File: src/rtl/core/dta_pkg.sv
// Shared widths, types, tables and helper functions of the torsion-angle pipeline.
`timescale 1ns / 1ps
`default_nettype none
package dta_pkg;

  // coordinate and bond vector widths
  localparam int COORD_WIDTH = 24;
  localparam int DW = COORD_WIDTH + 1;
  localparam int PW = 2 * DW;
  localparam int NW = PW + 1;

  // scaled normal and pair widths
  localparam int NORM_BITS = 22;
  localparam int AW = NORM_BITS + 1;
  localparam int ABW = 2 * AW;
  localparam int XW = ABW + 1;
  localparam int PAIR_BITS = 30;
  localparam int QW = PAIR_BITS + 1;
  localparam int AXIS_BITS = 28;
  localparam int EW = AXIS_BITS + 1;
  localparam int SQW = 2 * PAIR_BITS + 2;
  localparam int RB = SQW / 2;
  localparam int DOTW = QW + EW + 2;

  // CORDIC widths
  localparam int CORDIC_STEPS = 22;
  localparam int KW = QW + 4;
  localparam int ZW = 26;
  localparam int ANGLE_W = 17;

  // leading-one search width
  localparam int BLW = (NW > XW) ? NW : XW;
  localparam int LW = $clog2(BLW + 1);

  // stage counts per section
  localparam int N_NRM = 5;
  localparam int N_PAIR = 6;
  localparam int N_SQRT = RB;
  localparam int N_CRD = CORDIC_STEPS + 3;
  localparam int N_STAGES = N_NRM + N_PAIR + N_SQRT + N_CRD;

  // angle constants, 1/65536 degree units (ANGLE_MAX in 1/256 degree)
  localparam logic signed [ZW-1:0] DEG90 = ZW'(90 * 65536);
  localparam logic signed [ZW-1:0] DEG180 = ZW'(180 * 65536);
  localparam logic signed [ZW-1:0] ROUND_HALF = ZW'(128);
  localparam logic signed [ANGLE_W-1:0] ANGLE_MAX = ANGLE_W'(46080);

  // atan(2^-k) in 1/65536 degree
  localparam logic [ZW-1:0] ATAN_TAB [CORDIC_STEPS] = '{
    ZW'(2949120), ZW'(1740967), ZW'(919879), ZW'(466945), ZW'(234379), ZW'(117304),
    ZW'(58666), ZW'(29335), ZW'(14668), ZW'(7334), ZW'(3667), ZW'(1833), ZW'(917),
    ZW'(458), ZW'(229), ZW'(115), ZW'(57), ZW'(29), ZW'(14), ZW'(7), ZW'(4), ZW'(2)
  };

  // cross product index pairs: component i = u[J]v[K] - u[K]v[J]
  localparam int CROSS_J [3] = '{1, 2, 0};
  localparam int CROSS_K [3] = '{2, 0, 1};

  typedef logic signed [COORD_WIDTH-1:0] coord_t;

  typedef struct packed {
    logic signed [QW-1:0] x;
    logic                 dot_pos;
    logic                 degen;
  } side_t;

  typedef struct packed {
    logic signed [ANGLE_W-1:0] angle;
    logic                      degen;
  } res_t;

  // bit length of an unsigned value (index of leading one plus one)
  function automatic logic [LW-1:0] bit_len(input logic [BLW-1:0] v);
    logic [LW-1:0] n;
    n = '0;
    for (int i = 0; i < BLW; i++) begin
      if (v[i]) n = LW'(i + 1);
    end
    return n;
  endfunction

endpackage
`default_nettype wire

File: src/rtl/core/dta_isqrt.sv
// Pipelined integer square root, one result bit per stage.
`timescale 1ns / 1ps
`default_nettype none
module dta_isqrt (
  input  var logic                     clk,
  input  var logic                     en,
  input  var logic [dta_pkg::SQW-1:0]  sq_i,
  input  var dta_pkg::side_t           side_i,
  output logic [dta_pkg::RB-1:0]       root_o,
  output dta_pkg::side_t               side_o
);
  localparam int SQW = dta_pkg::SQW;
  localparam int RB = dta_pkg::RB;

  logic [SQW-1:0] v_r [RB];
  logic [SQW-1:0] r_r [RB];
  dta_pkg::side_t sd_r [RB];

  for (genvar j = 0; j < RB; j++) begin : g_step
    localparam logic [SQW-1:0] BITV = SQW'(1) << (2 * (RB - 1 - j));
    logic [SQW-1:0] v_in, r_in;
    dta_pkg::side_t s_in;
    logic [SQW:0]   t;

    if (j == 0) begin : g_first
      assign v_in = sq_i;
      assign r_in = '0;
      assign s_in = side_i;
    end else begin : g_next
      assign v_in = v_r[j-1];
      assign r_in = r_r[j-1];
      assign s_in = sd_r[j-1];
    end

    // trial subtract of r + bit
    always_comb t = {1'b0, r_in} + {1'b0, BITV};
    always_ff @(posedge clk) begin
      if (en) begin
        sd_r[j] <= s_in;
        if ({1'b0, v_in} >= t) begin
          v_r[j] <= v_in - t[SQW-1:0];
          r_r[j] <= (r_in >> 1) + BITV;
        end else begin
          v_r[j] <= v_in;
          r_r[j] <= r_in >> 1;
        end
      end
    end
  end

  assign root_o = r_r[RB-1][RB-1:0];
  assign side_o = sd_r[RB-1];
endmodule
`default_nettype wire

File: config.mk
export PLATFORM = sky130hd
export DESIGN_NAME = dta_isqrt
export DESIGN_NICKNAME = d
export VERILOG_FILES = /design/src/rtl/core/dta_pkg.sv /design/src/rtl/core/dta_isqrt.sv
export SDC_FILE = /design/constraint.sdc
export NUM_CORES = 2
export LEC_CHECK = 0
export ABC_CLOCK_PERIOD_IN_PS = 12000
export BUFFER_PORTS_ARGS = -buffer_cell sky130_fd_sc_hd__buf_4
export CORE_MARGIN = 3
export CORE_UTILIZATION = 60
export DETAILED_ROUTE_END_ITERATION = 10
export PLACE_DENSITY = 0.81
export SLEW_MARGIN = 25
export SYNTH_ARGS = -nofsm -noshare
export SYNTH_HDL_FRONTEND = slang
export SYNTH_MEMORY_MAX_BITS = 65536
export SYNTH_SLANG_ARGS = --single-unit
File: constraint.sdc
create_clock -name clk -period 12 [get_ports clk]
set_input_delay 0.6 -clock clk [delete_from_list [all_inputs] [get_ports clk]]
set_output_delay 0.6 -clock clk [all_outputs]
set_load 0.05 [all_outputs]
==> run metrics <==
largest net degree at the start of global routing 193; nets approximately 11000; top_reg_cell synth edfxtp_1; dpl ws between 6 and 7 ns; Yosys reg bits around 3400; Setup Viol. Count Final 0; EDFF count, synth approximately 3400; total CTS buffers roughly 350; Tcrit/Tclk final 0.478; setup bufs post-CTS 0; Slew @ Worst Pin about 1.1 ns; RSZ-0062 raised after global routing no; run status complete, no violations; first-pass GRT wire length between 500000 and 600000 µm; Vias per Instance roughly 6; final setup TNS 0 ns; GRT Total Usage 0.271; # rows roughly 180; met2 WL post-DR 172000 µm; vias approximately 86000; Max Cap Violations 0; routed length on met3 around 20000 µm; Slew Limit Fails 0; port bufs 160; Area Growth Syn to Fin 11.9%; Syn Inst Count 10200; GPL Wtd Cong just over 1; setup ws final roughly 6.3 ns; DRC Markers 0; drt total wl ~330000 µm; synth warn 0; clock skew 0.129 ns; Worst-path clk slew 0.06 ns; antenna-violating nets left 0; sink count of the clock tree approximately 3400; Core Util, Final 0.677; CTS tree built; worst vdd rail ir drop 171 µV; die area around 0.25 mm²; Total Power roughly 30 mW; Detailed Routing Iterations Pass 1 7; syn nets ~11000; LEAKAGE roughly 59 nW; clk buf depth 4; CP required around 13 ns; CORE AREA roughly 0.24 mm²; fmax 174 MHz; PD cells around 190 mW/mm²; CP Max Fanout 25; Synth cell types between 90 and 100; post-layout min period 5.74 ns; Rel. slew slack 0.258; WL/cell 23.7 µm; synthesized area 0.145 mm²; Die X roughly 500 µm; number of DRC markers in iteration 0 7825; initial core utilization 0.605; Die Ht between 400 and 500 µm; Arrival @ worst endpoint roughly 6.4 ns; DP Wirelength about 240000 µm; grt ovf 0; Final Hold Fails 0; initial antenna violation count 18; Fillers ~16000; vias in the first global route 87100; startpoint type of the worst setup path flop; mean post-synth cell area roughly 14 µm²; clk_lat worst skew roughly 0.98 ns; Root Buffer clkbuf_16; Max Used Layer met5; ys async rst share 0; sequential-to-total area share from yosys stat 0.702; Met1 Wirelength ~110000 µm; Crit. End Element flop; H-tree depth 5; Hold WS 0.141 ns; CP Class reg -> reg; layout cell share with drive strength beyond 1 0.0785; worst min path class in -> reg; io pins between 150 and 200
==> timing repair <==
action / CTS / global route
hold buffers: 95 / 0
endpoints found under the hold margin: 95 / 0
resized for setup: 0 / 0
endpoints found under the setup margin: 0 / 0
==> final timing paths <==
check                           slack (ns)  cells after the start                   start                      to
worst max-delay path                  6.26                     14   r_r[1][288]$_DFFE_PP_   v_r[1][370]$_DFFE_PP_
worst min-delay path                  0.14                      1                      en   sd_r[0][24]$_DFFE_PP_
worst max register to register        6.26                     14   r_r[1][288]$_DFFE_PP_   v_r[1][370]$_DFFE_PP_
worst min register to register        0.37                      0  sd_r[0][474]$_DFFE_PP_  sd_r[0][507]$_DFFE_PP_
==> Yosys cell counts, drive strengths merged, types with 30 or more instances <==
| cell | instances | share of area |
|---|---|---|
| edfxtp | 3379 | 0.70 |
| nand2 | 745 | 0.019 |
| inv | 649 | 0.017 |
| nor2 | 532 | 0.014 |
| ha | 525 | 0.045 |
| o21ai | 521 | 0.018 |
| a21oi | 491 | 0.017 |
| xnor2 | 428 | 0.026 |
| xor2 | 394 | 0.024 |
| nor4 | 348 | 0.015 |
| nor3 | 248 | 0.0087 |
| a21o | 220 | 0.011 |
| clkbuf | 199 | 0.0052 |
| nand4 | 153 | 0.0066 |
| nand3 | 147 | 0.0051 |
| nand2b | 117 | 0.0051 |
| o21a | 88 | 0.0046 |
| or3 | 74 | 0.0032 |
| nor2b | 73 | 0.0032 |
| or4 | 66 | 0.0035 |
| o21bai | 59 | 0.0031 |
| a31oi | 54 | 0.0024 |
| or2 | 54 | 0.0023 |
| and3 | 53 | 0.0023 |
| nor4b | 52 | 0.0033 |
| mux2 | 50 | 0.0039 |
| a211oi | 42 | 0.0022 |
| o31ai | 40 | 0.0021 |
| o211ai | 30 | 0.0016 |
==> per-stage QoR <==
stage          area, µm²  instances
5_1_grt           162000      14100
2_1_floorplan     145000      10200
6_report          162000      14100
3_3_place_gp      150000      13400
4_1_cts           161000      14100
3_5_place_dp      150000      13400
==> metal layers <==
layer	up-vias	GRT usage
li1	39500	-
met1	41700	0.285
met2	3547	0.481
met3	1168	0.0499
met4	12	0.204
met5	-	0
==> critical path: stages, from the launching register on <==
cell and delay, ns:
edfxtp_1 0.38, inv_1 0.06, ha_1 0.40, nand2_1 0.16
nor3b_1 0.89, nand3_1 0.14, nor4_1 0.87, nor4_1 0.15
o21a_1 0.16, buf_4 0.24, inv_2 0.48, o311ai_1 0.34
nor4b_2 0.82, nand3b_1 0.20, xnor2_1 0.17
==> flip-flops by register name (all words and copies together), names as in the netlist <==
signal / cells
r_r: 496
sd_r: 1023
v_r: 1860
==> area by class of cell <==
cell class / instances / area (µm²) / area share
Timing Repair Buffer: 345 / 3000 / 0.0185
Tap cell: 3167 / 3960 / 0.0245
Clock inverter: 174 / 1710 / 0.0106
Clock buffer: 422 / 9030 / 0.0559
Inverter: 649 / 2440 / 0.0151
Antenna cell: 17 / 42.5 / 0.000263
Multi-Input combinational cell: 5973 / 40000 / 0.247
Sequential cell: 3379 / 101000 / 0.628
==> cell families after synthesis <==
kind of cell | after synthesis | share of synthesized area
flip-flops | 3379 | 0.702
buffers and inverters | 858 | 0.0223
AO/OA/AOI/OAI | 1737 | 0.0742
multiplexers | 67 | 0.00507
AND/OR/NAND/NOR | 2822 | 0.101
adder cells (fa/ha/maj) | 525 | 0.0455
XOR/XNOR | 822 | 0.0498
==> power by group <==
group / internal (mW) / switching (mW) / leakage (nW) / total [mW]
Clock: 5.99 / 4.30 / 5.21 / 10.3
Combinational: 1.99 / 3.19 / 21.2 / 5.19
Sequential: 14.6 / 0.882 / 32.7 / 15.4
Total: 22.5 / 8.37 / 59.1 / 30.9
==> cells in the final DEF, fill, tap and decap left out, drive strengths merged, types with 59 or more instances in the layout <==
cell type / n
a21oi: 491
nor2: 532
edfxtp: 3379
or4: 66
or3: 74
nand2b: 117
clkbuf: 422
nor4: 348
xor2: 394
nor2b: 73
nand2: 745
a21o: 220
nand4: 153
xnor2: 428
o21bai: 59
nor3: 248
ha: 525
clkinv: 122
dlygate4sd3: 95
nand3: 147
o21ai: 521
buf: 250
o21a: 88
inv: 656
Note: power is estimated with default switching activity, not from simulation.
